--- config.mk ---
export PLATFORM = sky130hd
export DESIGN_NAME = id_number_verifier_core
export DESIGN_NICKNAME = d
export VERILOG_FILES = /design/src/sv/idv_pkg.sv /design/src/sv/idv_fifo.sv /design/src/sv/idv_front.sv /design/src/sv/idv_back.sv /design/src/sv/id_number_verifier_core.sv
export SDC_FILE = /design/constraint.sdc
export NUM_CORES = 1
export LEC_CHECK = 0
export BUFFER_PORTS_ARGS = -buffer_cell sky130_fd_sc_hd__buf_2
export CORE_MARGIN = 3
export CORE_UTILIZATION = 30
export CTS_CLUSTER_SIZE = 24
export DETAILED_ROUTE_END_ITERATION = 10
export RECOVER_POWER = 25
export SYNTH_ARGS = -nofsm -noshare
export SYNTH_HDL_FRONTEND = slang
export SYNTH_SLANG_ARGS = --single-unit
--- constraint.sdc ---
create_clock -name clk -period 9 [get_ports clk]
set_clock_uncertainty 0.05 [all_clocks]
set_input_delay 1.8 -clock clk [delete_from_list [all_inputs] [get_ports clk]]
set_output_delay 1.8 -clock clk [all_outputs]
set_load 0.01 [all_outputs]
--- src/sv/idv_pkg.sv ---
// ----------------------------------------------------------------------------
// idv_pkg: shared types, constants and functions of the ID number verifier
// Holds the character classes, field positions, verdict codes, register
// indexes and the small arithmetic helpers used by the front and back parts.
// ----------------------------------------------------------------------------
package idv_pkg;

	localparam int REGION_ENTRIES = 16;
	localparam int ITEM_QUEUE_DEPTH = 4;
	localparam int RESULT_QUEUE_DEPTH = 2;

	localparam int YEAR_W = 14;
	localparam int POS_W = 5;
	localparam int CODE_W = 20;
	localparam int INDEX_W = 4;
	localparam int CFG_IDX_W = 1;

	localparam logic [CFG_IDX_W-1:0] REG_MIN_YEAR = 1'b0;
	localparam logic [CFG_IDX_W-1:0] REG_MAX_YEAR = 1'b1;

	localparam logic [YEAR_W-1:0] MIN_YEAR_RESET = 14'd1900;
	localparam logic [YEAR_W-1:0] MAX_YEAR_RESET = 14'd2011;
	localparam logic [YEAR_W-1:0] LEAP_EXCEPTION_YEAR = 14'd1900;

	localparam logic OP_TABLE_WRITE = 1'b0;
	localparam logic OP_CHAR = 1'b1;

	localparam logic [7:0] CHAR_ZERO = 8'h30;
	localparam logic [7:0] CHAR_NINE = 8'h39;
	localparam logic [7:0] CHAR_X = 8'h58;

	localparam logic [POS_W-1:0] REGION_LAST = 5'd5;
	localparam logic [POS_W-1:0] YEAR_END = 5'd10;
	localparam logic [POS_W-1:0] MONTH_END = 5'd12;
	localparam logic [POS_W-1:0] DAY_END = 5'd14;
	localparam logic [POS_W-1:0] ID_DIGITS = 5'd17;

	localparam logic [3:0] CHECK_X_VALUE = 4'd10;

	localparam logic [1:0] VERDICT_INVALID = 2'd0;
	localparam logic [1:0] VERDICT_MALE = 2'd1;
	localparam logic [1:0] VERDICT_FEMALE = 2'd2;

	typedef struct packed {
		logic op;
		logic first;
		logic is_digit;
		logic is_x;
		logic [3:0] digit;
		logic [INDEX_W-1:0] entry_index;
		logic [CODE_W-1:0] entry_code;
		logic entry_valid;
	} item_t;

	typedef struct packed {
		logic [YEAR_W-1:0] min_year;
		logic [YEAR_W-1:0] max_year;
	} year_bounds_t;

	// Weight 2^(17-pos) reduced mod 11 for character positions 0 to 16.
	function automatic logic [3:0] weight_mod11(input logic [POS_W-1:0] pos);
		logic [3:0] w;
		unique case (pos)
			5'd0: w = 4'd7;
			5'd1: w = 4'd9;
			5'd2: w = 4'd10;
			5'd3: w = 4'd5;
			5'd4: w = 4'd8;
			5'd5: w = 4'd4;
			5'd6: w = 4'd2;
			5'd7: w = 4'd1;
			5'd8: w = 4'd6;
			5'd9: w = 4'd3;
			5'd10: w = 4'd7;
			5'd11: w = 4'd9;
			5'd12: w = 4'd10;
			5'd13: w = 4'd5;
			5'd14: w = 4'd8;
			5'd15: w = 4'd4;
			5'd16: w = 4'd2;
			default: w = 4'd0;
		endcase
		return w;
	endfunction

	// Reduces a value below 128 mod 11 by conditional subtraction.
	function automatic logic [3:0] mod11_small(input logic [6:0] v);
		logic [6:0] r;
		r = v;
		if (r >= 7'd88) r = r - 7'd88;
		if (r >= 7'd44) r = r - 7'd44;
		if (r >= 7'd22) r = r - 7'd22;
		if (r >= 7'd11) r = r - 7'd11;
		return r[3:0];
	endfunction

	function automatic logic [4:0] days_in_month(input logic [YEAR_W-1:0] year,
			input logic [6:0] month);
		logic [4:0] days;
		priority if (month == 7'd2) begin
			days = (year[1:0] == 2'b00 && year != LEAP_EXCEPTION_YEAR) ? 5'd29 : 5'd28;
		end else if (month == 7'd4 || month == 7'd6 || month == 7'd9 || month == 7'd11) begin
			days = 5'd30;
		end else begin
			days = 5'd31;
		end
		return days;
	endfunction

endpackage

--- src/sv/idv_fifo.sv ---
// ----------------------------------------------------------------------------
// idv_fifo: small synchronous queue
// Register-based queue with power-of-two depth (at least two), used between
// the front and back parts and for the waiting results.
// ----------------------------------------------------------------------------
module idv_fifo #(
	parameter int WIDTH = 8,
	parameter int DEPTH = 4
) (
	input  logic             clk,
	input  logic             arst_n,
	input  logic             wr_en,
	input  logic [WIDTH-1:0] wr_data,
	output logic             full,
	input  logic             rd_en,
	output logic [WIDTH-1:0] rd_data,
	output logic             empty
);

	localparam int AW = (DEPTH > 1) ? $clog2(DEPTH) : 1;

	logic [WIDTH-1:0] mem_q [DEPTH];
	logic [AW:0] wr_ptr_q;
	logic [AW:0] rd_ptr_q;

	assign empty = (wr_ptr_q == rd_ptr_q);
	assign full = (wr_ptr_q[AW] != rd_ptr_q[AW]) && (wr_ptr_q[AW-1:0] == rd_ptr_q[AW-1:0]);
	assign rd_data = mem_q[rd_ptr_q[AW-1:0]];

	always_ff @(posedge clk or negedge arst_n) begin
		if (!arst_n) begin
			wr_ptr_q <= '0;
			rd_ptr_q <= '0;
		end else begin
			if (wr_en && !full) begin
				wr_ptr_q <= wr_ptr_q + 1'b1;
			end
			if (rd_en && !empty) begin
				rd_ptr_q <= rd_ptr_q + 1'b1;
			end
		end
	end

	always_ff @(posedge clk) begin
		if (wr_en && !full) begin
			mem_q[wr_ptr_q[AW-1:0]] <= wr_data;
		end
	end

endmodule

--- src/sv/idv_front.sv ---
// ----------------------------------------------------------------------------
// idv_front: request intake and character classification
// Registers each accepted request, classifies its character as digit, 'X'
// or other, and hands it to the item queue.
// ----------------------------------------------------------------------------
module idv_front (
	input  logic                         clk,
	input  logic                         arst_n,
	input  logic                         push,
	output logic                         full,
	input  logic                         op,
	input  logic [7:0]                   ch,
	input  logic                         first,
	input  logic [idv_pkg::INDEX_W-1:0]  entry_index,
	input  logic [idv_pkg::CODE_W-1:0]   entry_code,
	input  logic                         entry_valid,
	input  logic                         q_full,
	output logic                         q_push,
	output idv_pkg::item_t               q_item
);

	idv_pkg::item_t item_s1;
	logic valid_s1;
	logic accept;
	logic is_digit;

	assign full = valid_s1 && q_full;
	assign accept = push && !full;
	assign q_push = valid_s1 && !q_full;
	assign q_item = item_s1;

	assign is_digit = (ch >= idv_pkg::CHAR_ZERO) && (ch <= idv_pkg::CHAR_NINE);

	always_ff @(posedge clk or negedge arst_n) begin
		if (!arst_n) begin
			valid_s1 <= 1'b0;
		end else if (accept) begin
			valid_s1 <= 1'b1;
		end else if (q_push) begin
			valid_s1 <= 1'b0;
		end
	end

	always_ff @(posedge clk) begin
		if (accept) begin
			item_s1.op <= op;
			item_s1.first <= first;
			item_s1.is_digit <= is_digit;
			item_s1.is_x <= (ch == idv_pkg::CHAR_X);
			item_s1.digit <= is_digit ? 4'(ch - idv_pkg::CHAR_ZERO) : 4'd0;
			item_s1.entry_index <= entry_index;
			item_s1.entry_code <= entry_code;
			item_s1.entry_valid <= entry_valid;
		end
	end

endmodule

--- src/sv/idv_back.sv ---
// ----------------------------------------------------------------------------
// idv_back: region table, field accumulation and verdict
// Takes one classified request per cycle: table writes update the region
// table, characters build the ID fields and the weighted check sum, and the
// eighteenth character produces the verdict when the result queue has room.
// ----------------------------------------------------------------------------
module idv_back #(
	parameter int REGION_ENTRIES = idv_pkg::REGION_ENTRIES
) (
	input  logic                        clk,
	input  logic                        arst_n,
	input  idv_pkg::item_t              item,
	input  logic                        item_empty,
	output logic                        item_pop,
	input  idv_pkg::year_bounds_t       bounds,
	input  logic                        res_full,
	output logic                        res_push,
	output logic [1:0]                  res_verdict
);

	localparam int SLOT_W = 9;

	logic [idv_pkg::CODE_W-1:0] table_q [REGION_ENTRIES];
	logic [REGION_ENTRIES-1:0] enabled_q;

	logic [idv_pkg::POS_W-1:0] pos_q;
	logic [idv_pkg::CODE_W-1:0] region_q;
	logic [idv_pkg::YEAR_W-1:0] year_q;
	logic [6:0] month_q;
	logic [6:0] day_q;
	logic [9:0] seq_q;
	logic [3:0] rem_q;
	logic bad_q;

	logic is_char;
	logic start;
	logic final_char;
	logic take;
	logic [idv_pkg::POS_W-1:0] pos;
	logic [idv_pkg::CODE_W-1:0] region_b;
	logic [idv_pkg::YEAR_W-1:0] year_b;
	logic [6:0] month_b;
	logic [6:0] day_b;
	logic [9:0] seq_b;
	logic [3:0] rem_b;
	logic bad_b;
	logic [3:0] d;

	logic [idv_pkg::CODE_W-1:0] region_n;
	logic [idv_pkg::YEAR_W-1:0] year_n;
	logic [6:0] month_n;
	logic [6:0] day_n;
	logic [9:0] seq_n;
	logic [3:0] rem_n;
	logic region_hit;
	logic bad_n;

	logic [3:0] check_value;
	logic [4:0] check_sum;
	logic year_ok;
	logic month_ok;
	logic day_ok;
	logic final_bad;

	assign is_char = (item.op == idv_pkg::OP_CHAR);
	assign start = item.first || (pos_q == '0);
	assign pos = start ? '0 : pos_q;
	assign region_b = start ? '0 : region_q;
	assign year_b = start ? '0 : year_q;
	assign month_b = start ? '0 : month_q;
	assign day_b = start ? '0 : day_q;
	assign seq_b = start ? '0 : seq_q;
	assign rem_b = start ? '0 : rem_q;
	assign bad_b = start ? 1'b0 : bad_q;
	assign d = item.digit;

	assign final_char = is_char && (pos == idv_pkg::ID_DIGITS);
	assign take = !item_empty && !(final_char && res_full);
	assign item_pop = take;

	assign region_n = (region_b << 3) + (region_b << 1) + idv_pkg::CODE_W'(d);
	assign year_n = (year_b << 3) + (year_b << 1) + idv_pkg::YEAR_W'(d);
	assign month_n = (month_b << 3) + (month_b << 1) + 7'(d);
	assign day_n = (day_b << 3) + (day_b << 1) + 7'(d);
	assign seq_n = (seq_b << 3) + (seq_b << 1) + 10'(d);
	assign rem_n = idv_pkg::mod11_small(7'(rem_b) + 7'(d) * 7'(idv_pkg::weight_mod11(pos)));

	always_comb begin
		region_hit = 1'b0;
		for (int i = 0; i < REGION_ENTRIES; i++) begin
			if (enabled_q[i] && table_q[i] == region_n) begin
				region_hit = 1'b1;
			end
		end
	end

	assign bad_n = bad_b || !item.is_digit || (pos == idv_pkg::REGION_LAST && !region_hit);

	assign check_value = item.is_digit ? item.digit : (item.is_x ? idv_pkg::CHECK_X_VALUE : 4'd0);
	assign check_sum = 5'(check_value) + 5'(rem_b);
	assign year_ok = (year_b >= bounds.min_year) && (year_b <= bounds.max_year);
	assign month_ok = (month_b >= 7'd1) && (month_b <= 7'd12);
	assign day_ok = (day_b >= 7'd1) && (day_b <= 7'(idv_pkg::days_in_month(year_b, month_b)));
	assign final_bad = bad_b || !(item.is_digit || item.is_x) || !year_ok || !month_ok
		|| !day_ok || (seq_b == '0) || !(check_sum == 5'd1 || check_sum == 5'd12);

	assign res_push = take && final_char;
	assign res_verdict = final_bad ? idv_pkg::VERDICT_INVALID
		: (seq_b[0] ? idv_pkg::VERDICT_MALE : idv_pkg::VERDICT_FEMALE);

	always_ff @(posedge clk) begin
		for (int i = 0; i < REGION_ENTRIES; i++) begin
			if (take && !is_char && {5'd0, item.entry_index} == SLOT_W'(i)) begin
				table_q[i] <= item.entry_code;
			end
		end
	end

	always_ff @(posedge clk or negedge arst_n) begin
		if (!arst_n) begin
			enabled_q <= '0;
		end else begin
			for (int i = 0; i < REGION_ENTRIES; i++) begin
				if (take && !is_char && {5'd0, item.entry_index} == SLOT_W'(i)) begin
					enabled_q[i] <= item.entry_valid;
				end
			end
		end
	end

	always_ff @(posedge clk or negedge arst_n) begin
		if (!arst_n) begin
			pos_q <= '0;
			region_q <= '0;
			year_q <= '0;
			month_q <= '0;
			day_q <= '0;
			seq_q <= '0;
			rem_q <= '0;
			bad_q <= 1'b0;
		end else if (take && is_char) begin
			if (final_char) begin
				pos_q <= '0;
				region_q <= '0;
				year_q <= '0;
				month_q <= '0;
				day_q <= '0;
				seq_q <= '0;
				rem_q <= '0;
				bad_q <= 1'b0;
			end else begin
				pos_q <= pos + 1'b1;
				rem_q <= rem_n;
				bad_q <= bad_n;
				region_q <= (pos <= idv_pkg::REGION_LAST) ? region_n : region_b;
				year_q <= (pos > idv_pkg::REGION_LAST && pos < idv_pkg::YEAR_END)
					? year_n : year_b;
				month_q <= (pos >= idv_pkg::YEAR_END && pos < idv_pkg::MONTH_END)
					? month_n : month_b;
				day_q <= (pos >= idv_pkg::MONTH_END && pos < idv_pkg::DAY_END)
					? day_n : day_b;
				seq_q <= (pos >= idv_pkg::DAY_END) ? seq_n : seq_b;
			end
		end
	end

	a_pos_in_range: assert property (@(posedge clk) disable iff (!arst_n)
		pos_q <= idv_pkg::ID_DIGITS)
		else $error("Character position ran past the check character.");

	a_no_push_when_full: assert property (@(posedge clk) disable iff (!arst_n)
		res_push |-> !res_full)
		else $error("Verdict produced while the result queue was full.");

	a_restart_after_final: assert property (@(posedge clk) disable iff (!arst_n)
		(take && final_char) |=> (pos_q == '0 && !bad_q))
		else $error("ID state not cleared after the check character.");

	a_pos_advances: assert property (@(posedge clk) disable iff (!arst_n)
		(take && is_char && !final_char) |=> (pos_q == $past(pos) + 1'b1))
		else $error("Character position did not advance on a character.");

endmodule

--- src/sv/id_number_verifier_core.sv ---
// ----------------------------------------------------------------------------
// id_number_verifier_core: 18-character ID number verifier
// Loads a table of region codes and checks ID numbers one character per
// request, producing an invalid, male or female verdict per ID.
// ----------------------------------------------------------------------------
// Requests enter through push/full; each carries either a region table write
// (op 0) or one ASCII character of an ID (op 1, first marks a new ID).
// Verdicts leave through empty/pop, oldest first, one per completed ID.
// A request is registered and classified in the front part, waits in a
// four-entry queue, and is taken by the back part, which holds the region
// table and the running ID fields. One request is accepted per cycle while
// full is low. The verdict of an eighteenth character is written into the
// result queue, from which it reaches the result ports.
// If the receiver does not pop, verdicts fill the two-entry result queue;
// the back part then holds the next eighteenth character, the item queue
// fills, and full rises. Table writes and other characters keep flowing
// until such a character reaches the back part.
// Reset clears the queues, the table's enable bits and the ID state, and
// sets the year bounds to 1900 and 2011. The user must write year bounds
// through cfg_write while no request is in flight; the block does not check.
// ----------------------------------------------------------------------------
module id_number_verifier_core #(
	parameter int REGION_ENTRIES = idv_pkg::REGION_ENTRIES,
	parameter int ITEM_QUEUE_DEPTH = idv_pkg::ITEM_QUEUE_DEPTH,
	parameter int RESULT_QUEUE_DEPTH = idv_pkg::RESULT_QUEUE_DEPTH
) (
	input  logic                          clk,
	input  logic                          arst_n,
	input  logic                          push,
	output logic                          full,
	input  logic                          op,
	input  logic [7:0]                    ch,
	input  logic                          first,
	input  logic [idv_pkg::INDEX_W-1:0]   entry_index,
	input  logic [idv_pkg::CODE_W-1:0]    entry_code,
	input  logic                          entry_valid,
	output logic                          empty,
	input  logic                          pop,
	output logic [1:0]                    verdict,
	input  logic                          cfg_write,
	input  logic [idv_pkg::CFG_IDX_W-1:0] cfg_index,
	input  logic [idv_pkg::YEAR_W-1:0]    cfg_data
);

	idv_pkg::year_bounds_t bounds_q;
	idv_pkg::item_t front_item;
	idv_pkg::item_t back_item;
	logic front_push;
	logic item_full;
	logic item_empty;
	logic item_pop;
	logic res_full;
	logic res_push;
	logic [1:0] res_verdict;

	always_ff @(posedge clk or negedge arst_n) begin
		if (!arst_n) begin
			bounds_q.min_year <= idv_pkg::MIN_YEAR_RESET;
			bounds_q.max_year <= idv_pkg::MAX_YEAR_RESET;
		end else if (cfg_write) begin
			unique case (cfg_index)
				idv_pkg::REG_MIN_YEAR: bounds_q.min_year <= cfg_data;
				idv_pkg::REG_MAX_YEAR: bounds_q.max_year <= cfg_data;
			endcase
		end
	end

	idv_front u_front (
		.clk         (clk),
		.arst_n      (arst_n),
		.push        (push),
		.full        (full),
		.op          (op),
		.ch          (ch),
		.first       (first),
		.entry_index (entry_index),
		.entry_code  (entry_code),
		.entry_valid (entry_valid),
		.q_full      (item_full),
		.q_push      (front_push),
		.q_item      (front_item)
	);

	idv_fifo #(
		.WIDTH ($bits(idv_pkg::item_t)),
		.DEPTH (ITEM_QUEUE_DEPTH)
	) u_item_queue (
		.clk     (clk),
		.arst_n  (arst_n),
		.wr_en   (front_push),
		.wr_data (front_item),
		.full    (item_full),
		.rd_en   (item_pop),
		.rd_data (back_item),
		.empty   (item_empty)
	);

	idv_back #(
		.REGION_ENTRIES (REGION_ENTRIES)
	) u_back (
		.clk         (clk),
		.arst_n      (arst_n),
		.item        (back_item),
		.item_empty  (item_empty),
		.item_pop    (item_pop),
		.bounds      (bounds_q),
		.res_full    (res_full),
		.res_push    (res_push),
		.res_verdict (res_verdict)
	);

	idv_fifo #(
		.WIDTH (2),
		.DEPTH (RESULT_QUEUE_DEPTH)
	) u_result_queue (
		.clk     (clk),
		.arst_n  (arst_n),
		.wr_en   (res_push),
		.wr_data (res_verdict),
		.full    (res_full),
		.rd_en   (pop),
		.rd_data (verdict),
		.empty   (empty)
	);

endmodule

==> results list, run 1 <==
- Outcome: complete, but fails checks
- The checks that failed: capacitance limit, slew limit.
* Share of synthesized registers carrying an async set or reset: between 10% and 20%
* Total GRT Usage: 13.21%
- Slew Limit Headroom: -138.2%
- The floorplan step defined a die boundary enclosing 107600 µm².
- By area the synthesized netlist is led by sky130_fd_sc_hd__edfxtp_1 (47%), sky130_fd_sc_hd__dfrtp_1 (8.5%), sky130_fd_sc_hd__ha_1 (6.0%), sky130_fd_sc_hd__xnor2_1 (5.6%), sky130_fd_sc_hd__xor2_1 (4.4%).
- Via count of the first global-routing pass: about 19000
* Effective utilization at floorplan: roughly 30%
- Yosys printed 0 warnings.
- Share of the yosys chip area belonging to registers: between 50 and 60%
- Count of flip-flops with a built-in enable after synthesis: 489
- The tree is rooted in a sky130_fd_sc_hd__clkbuf_16.
* Initial antenna violation count: 0
- STA classifies the critical path startpoint as a flip-flop.
- Die height: 328.0 µm
- Total of hold buffers inserted after clock tree synthesis: 0
- TritonCTS built the clock tree.
* CTS buffer count: 60
- Standard-cell rows: 117
- In this run the biggest area consumer among cell types represents ~47% of the synthesized area.
- Top FF cell, synth: sky130_fd_sc_hd__edfxtp_1
- The longest clock path from root to sink contains 3 buffers.
- Yosys mapped the design onto 96 distinct sky130hd cell types.
- Utilization after layout: a little over a third
- The worst setup path is captured at a flip-flop.
- Final-report setup violation count: 0
* Standard cell with the maximum stage delay on the critical path: sky130_fd_sc_hd__xnor3_2
- Path category of the worst min-delay check: reg2reg
* Cell count after synthesis: roughly 2300
- Multi-input gate area: 12840 µm²
* Final global-route overflow total: 0
* Number of fillers in the final layout: roughly 9800
- With fillers left out, the area of the finished cells amounts to 35570 µm².
* Placeable core area: ~100000 µm²
- In this run the cell area of the synthesized design comes to around 31000 µm².
- After synthesis the netlist holds a flip-flop and latch count of just over 600.
* Total via count after detailed routing: 18590
- In this design, the stage delay of the slowest critical-path cell is approximately 530 ps.
- H-Tree Level Count: 2
- For this run, design rule violations remaining after detail routing come to 0.
- Largest area contributor in the synthesized netlist: sky130_fd_sc_hd__edfxtp_1
- Once detail routing completed, the nets flagged for antenna violations numbered 0.
- The routed design has ~72 mm of wire.
- The sequential cells in the finished layout cover a total of between 15000 and 20000 µm².
- The worst path uses between 90% and 100% of the clock period.
- The clock period could shrink to around 8400 ps.
- Input and output buffers added on the ports amount to 58.
* DIE WIDTH: ~330 µm
- At the end of the flow, the number of nets in the layout was roughly 2600.
- The congestion estimate from routability-driven global placement came to around 0.83.
- Along the worst path, the maximum fanout reaches 7.
- The first routing iteration left roughly 1300 violations.
- The critical path is of the reg2reg type.
- Compared with the post-synthesis result, the final layout area differs by 14.39%.
* TritonCTS Sinks: 611
- Measured slew at the worst slew-check pin: 3573 ps
- The top cell types in the final layout, fill and taps aside, are sky130_fd_sc_hd__edfxtp_1 (489), sky130_fd_sc_hd__xnor2_1 (195), sky130_fd_sc_hd__xor2_1 (154).
- Top-Level Pins: about 60
- Counting stages on the worst path, the most repeated cell is sky130_fd_sc_hd__ha_1.
* Max-cap check violation count: 1
- STA puts the critical path data arrival time at 8870 ps.
* Clock input transition at the sequential cells of the worst setup and hold paths: 70 ps
- Net Count, Synth: roughly 2600
- Number of vias per cell after detailed routing: 4.832
- Dividing the synthesized area by the synthesized cell count gives around 13 µm².
- At the worst endpoint, the required time is ~9500 ps.
* Number of max-slew violations in the final report: 64
* Placed wire-length estimate: just under 50 mm
* First-pass GRT wire length: roughly 110 mm
- The placed instances occupy a cell area of about 33000 µm².
- The number of endpoints with negative hold slack in the final report was 0.
- For this run, the top clock speed supported by timing is between 100 and 150 MHz.
- Pre-antenna DRT Iters: 6
* Clock insertion delay at the later pin of the skew report: 670 ps
* Number of antenna diodes: 0
- In the final layout, the share of cells above drive strength 1 is between 10 and 15%.
- Dividing the detail-routed wire length by the instance count gives ~19 µm.
- Entering global routing, the biggest net connects 64 pins.
* Most common library cell in the layout ignoring fill and taps: sky130_fd_sc_hd__edfxtp_1
-- final timing paths --
path / startpoint / endpoint / slack [ps] / depth (start not counted)
worst min-delay path: u_back.region_q[3] / u_back.region_q[3] / 420 / 2
min in group asynchronous: arst_n / bounds_q[21] / 2350 / 1
worst min register to register: u_back.region_q[3] / u_back.region_q[3] / 420 / 2
worst max register to register: u_item_queue.rd_ptr_q[1] / u_back.rem_q[1] / 600 / 36
max in group asynchronous: arst_n / u_back.enabled_q[3] / 4190 / 2
worst max-delay path: u_item_queue.rd_ptr_q[1] / u_back.rem_q[1] / 600 / 36
-- sequential cells by signal, summed over array words and instances (netlist names), 4 cells and up --
register	cells
bounds_q	28
u_back.day_q	7
u_back.enabled_q	16
u_back.month_q	7
u_back.pos_q	5
u_back.region_q	19
u_back.rem_q	4
u_back.seq_q	10
u_back.table_q	320
u_back.year_q	14
u_front.q_item	33
u_item_queue.mem_q	132
u_result_queue.mem_q	4
-- layer usage --
metal | global-route usage [%] | vias up | wire length [µm]
li1 | - | 8857 | -
met1 | 18.01 | 9267 | 32770
met2 | 22.19 | 371 | 34490
met3 | 1.792 | 95 | 2982
met4 | 3.353 | 0 | 1475
met5 | 0 | - | 0
-- critical path: cells and delay by family, from the launching register on --
kind                     cells  cell delay, ps
adder cells (fa/ha/maj)      8            2820
AO/OA/AOI/OAI               10            1700
AND/OR/NAND/NOR             11            1690
flip-flops                   1             390
multiplexers                 1             340
buffers and inverters        3             310
XOR/XNOR                     3             970
-- synth_stat cells (12+ instances only) --
cell type,number
sky130_fd_sc_hd__edfxtp_1,489
sky130_fd_sc_hd__xnor2_1,199
sky130_fd_sc_hd__xor2_1,155
sky130_fd_sc_hd__ha_1,149
sky130_fd_sc_hd__nand2_1,126
sky130_fd_sc_hd__nor2_1,109
sky130_fd_sc_hd__dfrtp_1,106
sky130_fd_sc_hd__and2_1,83
sky130_fd_sc_hd__inv_1,79
sky130_fd_sc_hd__a21oi_1,76
sky130_fd_sc_hd__o21ai_0,66
sky130_fd_sc_hd__clkbuf_1,54
sky130_fd_sc_hd__nand4_1,49
sky130_fd_sc_hd__a22o_1,45
sky130_fd_sc_hd__nor4_1,41
sky130_fd_sc_hd__nand3_1,38
sky130_fd_sc_hd__mux2_2,36
sky130_fd_sc_hd__nor3_1,30
sky130_fd_sc_hd__mux4_2,28
sky130_fd_sc_hd__o21a_1,22
sky130_fd_sc_hd__a21o_1,21
sky130_fd_sc_hd__fa_1,17
sky130_fd_sc_hd__buf_2,16
sky130_fd_sc_hd__dfstp_2,16
sky130_fd_sc_hd__xnor3_1,15
sky130_fd_sc_hd__a2111oi_0,13
sky130_fd_sc_hd__nand2b_1,13
sky130_fd_sc_hd__nor2b_1,12
sky130_fd_sc_hd__o21bai_1,12
-- per-stage QoR --
| stage | TNS [ps] | hold WS [ps] | setup slack (ps) | std cells |
|---|---|---|---|---|
| after floorplan | 0 | 391.8 | 579.1 | 2331 |
| after global placement | 0 | 406.0 | 397.4 | 3733 |
| after detailed placement | 0 | 413.0 | 155.8 | 3733 |
| after CTS | 0 | 429.5 | 110.8 | 3847 |
| after global routing | -5.834 | 454.2 | -5.834 | 3847 |
| final | 0 | 422.3 | 596.3 | 3847 |
-- cell type report --
cell class                      instances  share of cell area [%]
Inverter                               79                  0.8336
Timing Repair Buffer                  116                   2.019
Multi-Input combinational cell       1559                   36.09
Tap cell                             1368                   4.812
Clock buffer                           72                   4.432
Sequential cell                       611                   49.92
Clock inverter                         42                   1.892
-- timing repair --
| item | 4_1_cts | 5_1_grt |
|---|---|---|
| setup buffers | 0 | 0 |
| hold endpoints to repair | 0 | 0 |
| endpoints found under the setup margin | 0 | 4 |
| resized for setup | 0 | 13 |
-- logic make-up (layout without fill, tap and decap cells) --
group                    count (synthesis)  in the layout  synth area share, %
adder cells (fa/ha/maj)                166            166                7.089
buffers and inverters                  161            309                2.072
flip-flops                             611            611                57.10
XOR/XNOR                               376            376                11.50
AO/OA/AOI/OAI                          363            363                8.341
multiplexers                            80             80                4.124
AND/OR/NAND/NOR                        574            574                9.773
Power of run 1 is left out: the tool's default activity adds up to more than one toggle a clock period on the data nets, which glitch-free logic cannot reach.
==> inputs of run 2 (changes only) <==
- CORE_MARGIN: 3 -> 2
==> results list, run 2 (same netlist as run 1, synthesis figures left out) <==
- The post-route antenna net violation count came to 0 (unchanged).
- Cell depth of the worst setup path: 36 (unchanged)
- The total of endpoints with negative setup slack in the final report came to 0 (unchanged).
- TritonCTS clock tree: built (unchanged)
- Launch point of the worst path: u_item_queue.rd_ptr_q[1] (unchanged)
* Clock insertion delay at the later pin of the skew report: 670 ps (about the same)
- CTS buffer count: 61 (was 60)
- The number of violations reported at the end of detailed-routing iteration 0 was 1316 (was 1256).
* Top-Level Pins: 59 (unchanged)
- The kind of start point of the critical path is a flip-flop (unchanged).
* Measured slew at the worst slew-check pin: 3795 ps (was 3573 ps)
* DRC violation count after routing: 0 (unchanged)
- The routability-driven placement congestion ratio came to 0.8401 (was 0.8323).
* Via count of the first global-routing pass: 18720 (was 18950)
- Buffer cell driving the clock tree root: sky130_fd_sc_hd__clkbuf_16 (unchanged)
- The number of vias per cell is 4.816 (was 4.832).
* Clock input transition at the sequential cells of the worst setup and hold paths: 70 ps (about the same)
- Placeable core area: 103200 µm² (was 102300 µm²)
- The row count is 118 (was 117).
- The largest fanout on the critical path is 6 (was 7).
* Timing endpoint of the critical path: u_back.rem_q[1] (unchanged)
- The wire length of the first global-routing pass is 111.8 mm (was 111.7 mm).
- The reg-to-reg setup timing slack is 630 ps (was 600 ps).
- Layout-stage area growth over the synthesis result: 14.20% (was 14.39%)
- Standard cell with the maximum stage delay on the critical path: sky130_fd_sc_hd__fa_1 (was sky130_fd_sc_hd__xnor3_2)
- Path category of the worst min-delay check: reg2reg (unchanged)
- The cell family contributing the most delay on the critical path is adder cells (unchanged).
* Pre-antenna DRT Iters: 5 (was 6)
- The buffer levels on the longest clock path is 3 (unchanged).
- Initial antenna violation count: 0 (unchanged)
- The pin count of the biggest net entering global routing came to 69 (was 64).
* Bufs and invs on worst path: 3 (unchanged)
- Fin crit share: 93.02% (was 93.37%)
- DIE WIDTH: 326.0 µm (was 328.0 µm)
- The required time reported for the critical path endpoint is 9480 ps (was 9460 ps).
- The data arrival time at the worst-slack endpoint came to 8850 ps (was 8870 ps).
- Layout cell share with drive strength beyond 1: 15.16% (was 14.89%)
* Worst reg2reg path startpoint: u_item_queue.rd_ptr_q[1] (unchanged)
- The accumulated negative setup slack is 0 ps (unchanged).
- The achievable clock frequency is 119.5 MHz (was 119.0 MHz).
* Failing checks: capacitance limit, slew limit (unchanged)
- Outcome: complete, but fails checks (unchanged)
- The total via count after detailed routing is 18620 (was 18590).
- The relative slew slack was -153.0% (was -138.2%).
- Routed wire length: 71.67 mm (was 71.72 mm)
* Final critical path time including I/O delays and setup: 8372 ps (was 8404 ps)
* Max-cap check violation count: 1 (unchanged)
- The most common cell after layout, fill and taps aside is sky130_fd_sc_hd__edfxtp_1 (unchanged).
* IO buf count: 58 (unchanged)
- The aggregate global routing overflow came to 0 (unchanged).
- Number of fillers in the final layout: 9999 (was 9805)
- RSZ-0062 raised after global routing: false
- Avg WL per Cell: 18.53 µm (was 18.64 µm)
- The category of the critical setup timing path is reg2reg (unchanged).
* Placed wire-length estimate: 49.73 mm (was 49.75 mm)
* TritonCTS Sinks: 611 (unchanged)
- Most frequent cells in the layout: sky130_fd_sc_hd__edfxtp_1 (489), sky130_fd_sc_hd__xnor2_1 (195), sky130_fd_sc_hd__xor2_1 (154) (unchanged).
- Die Area: 106300 µm² (was 107600 µm²)
- Total number of nets in the final design: 2656 (was 2648)
- Most used cell along the critical path: sky130_fd_sc_hd__ha_1 (unchanged)
- The total inserted antenna cells came to 0 (unchanged).
* H-Tree Level Count: 2 (unchanged)
- The number of cell instances on the worst register-to-register path came to 36 (unchanged).
* Effective utilization at floorplan: 30.13% (was 30.39%)
* Largest Register: u_back.table_q (unchanged)
- Endpoint type of the worst setup path: flip-flop (unchanged)
* Number of max-slew violations in the final report: 69 (was 64)
- Largest incremental delay on the critical path: 520 ps (was 530 ps)
* RR Endpoint: u_back.rem_q[1] (unchanged)
- Number of flip-flops under the largest register name: 320 (unchanged)
- The global router's overall resource usage came to 13.41% (was 13.21%).
- Die height: 326.0 µm (was 328.0 µm)
- Final Hold Viols: 0 (unchanged)
## run 2: cell count changes in the layout (fill, tap and decap cells not counted), moves of 2 or more
cell,delta
sky130_fd_sc_hd__clkbuf_16,+2
sky130_fd_sc_hd__bufinv_16,-6
sky130_fd_sc_hd__clkinv_2,+6
sky130_fd_sc_hd__clkbuf_8,-2
sky130_fd_sc_hd__clkinv_4,-2
sky130_fd_sc_hd__buf_4,+7
sky130_fd_sc_hd__inv_6,+4
sky130_fd_sc_hd__buf_2,-2
sky130_fd_sc_hd__clkbuf_1,+2
## run 2: how the worst min path moves through the flow
stage	startpoint	endpoint	slack, ps	cells past startpoint
6_report	u_back.region_q[4]	u_back.region_q[4]	420	2
5_1_grt	u_back.day_q[0]	u_back.day_q[0]	450	2
4_1_cts	u_back.region_q[4]	u_back.region_q[4]	430	2
3_5_place_dp	u_back.region_q[4]	u_back.region_q[4]	410	2
3_3_place_gp	u_back.region_q[4]	u_back.region_q[4]	400	2
2_1_floorplan	u_back.region_q[11]	u_back.region_q[11]	390	2
## run 2: per-layer routing
metal | part of all wire [%] | vias to the layer above | global-route usage, %
met5 | 0 | - | 0
met4 | 3.1 | 0 | 4.648
met3 | 4.1 | 107 | 1.876
met2 | 46 | 382 | 21.58
met1 | 46 | 9250 | 18.54
li1 | - | 8883 | -
## run 2: repair_timing
item                                    CTS  global route
setup buffers                             0             0
endpoints found under the setup margin    0             4
gates resized for setup                   0            14
hold buffers                              0             0
## run 2: per-stage QoR
| step | cell area, µm² | setup slack (ps) | std cells | hold slack, ps | util (%) |
|---|---|---|---|---|---|
| after floorplan | 31100 | 579.1 | 2331 | 391.8 | - |
| after global placement | 33360 | 414.4 | 3752 | 404.3 | 32.32 |
| after detailed placement | 33360 | 230.6 | 3752 | 412.6 | 32.32 |
| after CTS | 35480 | 173.4 | 3867 | 425.6 | 34.38 |
| after global routing | 35510 | 50.69 | 3867 | 448.8 | 34.41 |
| final | 35510 | 628.4 | 3867 | 419.5 | 34.41 |
## run 2: layout make-up
class / count / area [µm²] / share of cell area, %
multi-input combinational: 1559 / 12840 / 36.16
clock inverter: 42 / 520.5 / 1.466
clock buffer: 73 / 1603 / 4.513
timing repair buffer: 123 / 768.2 / 2.163
tap: 1380 / 1727 / 4.862
inverter: 79 / 296.5 / 0.8350
sequential: 611 / 17760 / 50.00
## run 2: worst min-delay path, stage by stage, from the launching register on
cell                      delay [ps]
sky130_fd_sc_hd__dfrtp_1         330
sky130_fd_sc_hd__nand2_1          40
sky130_fd_sc_hd__o21ai_0          60
Power of run 2 is left out for the same reason.
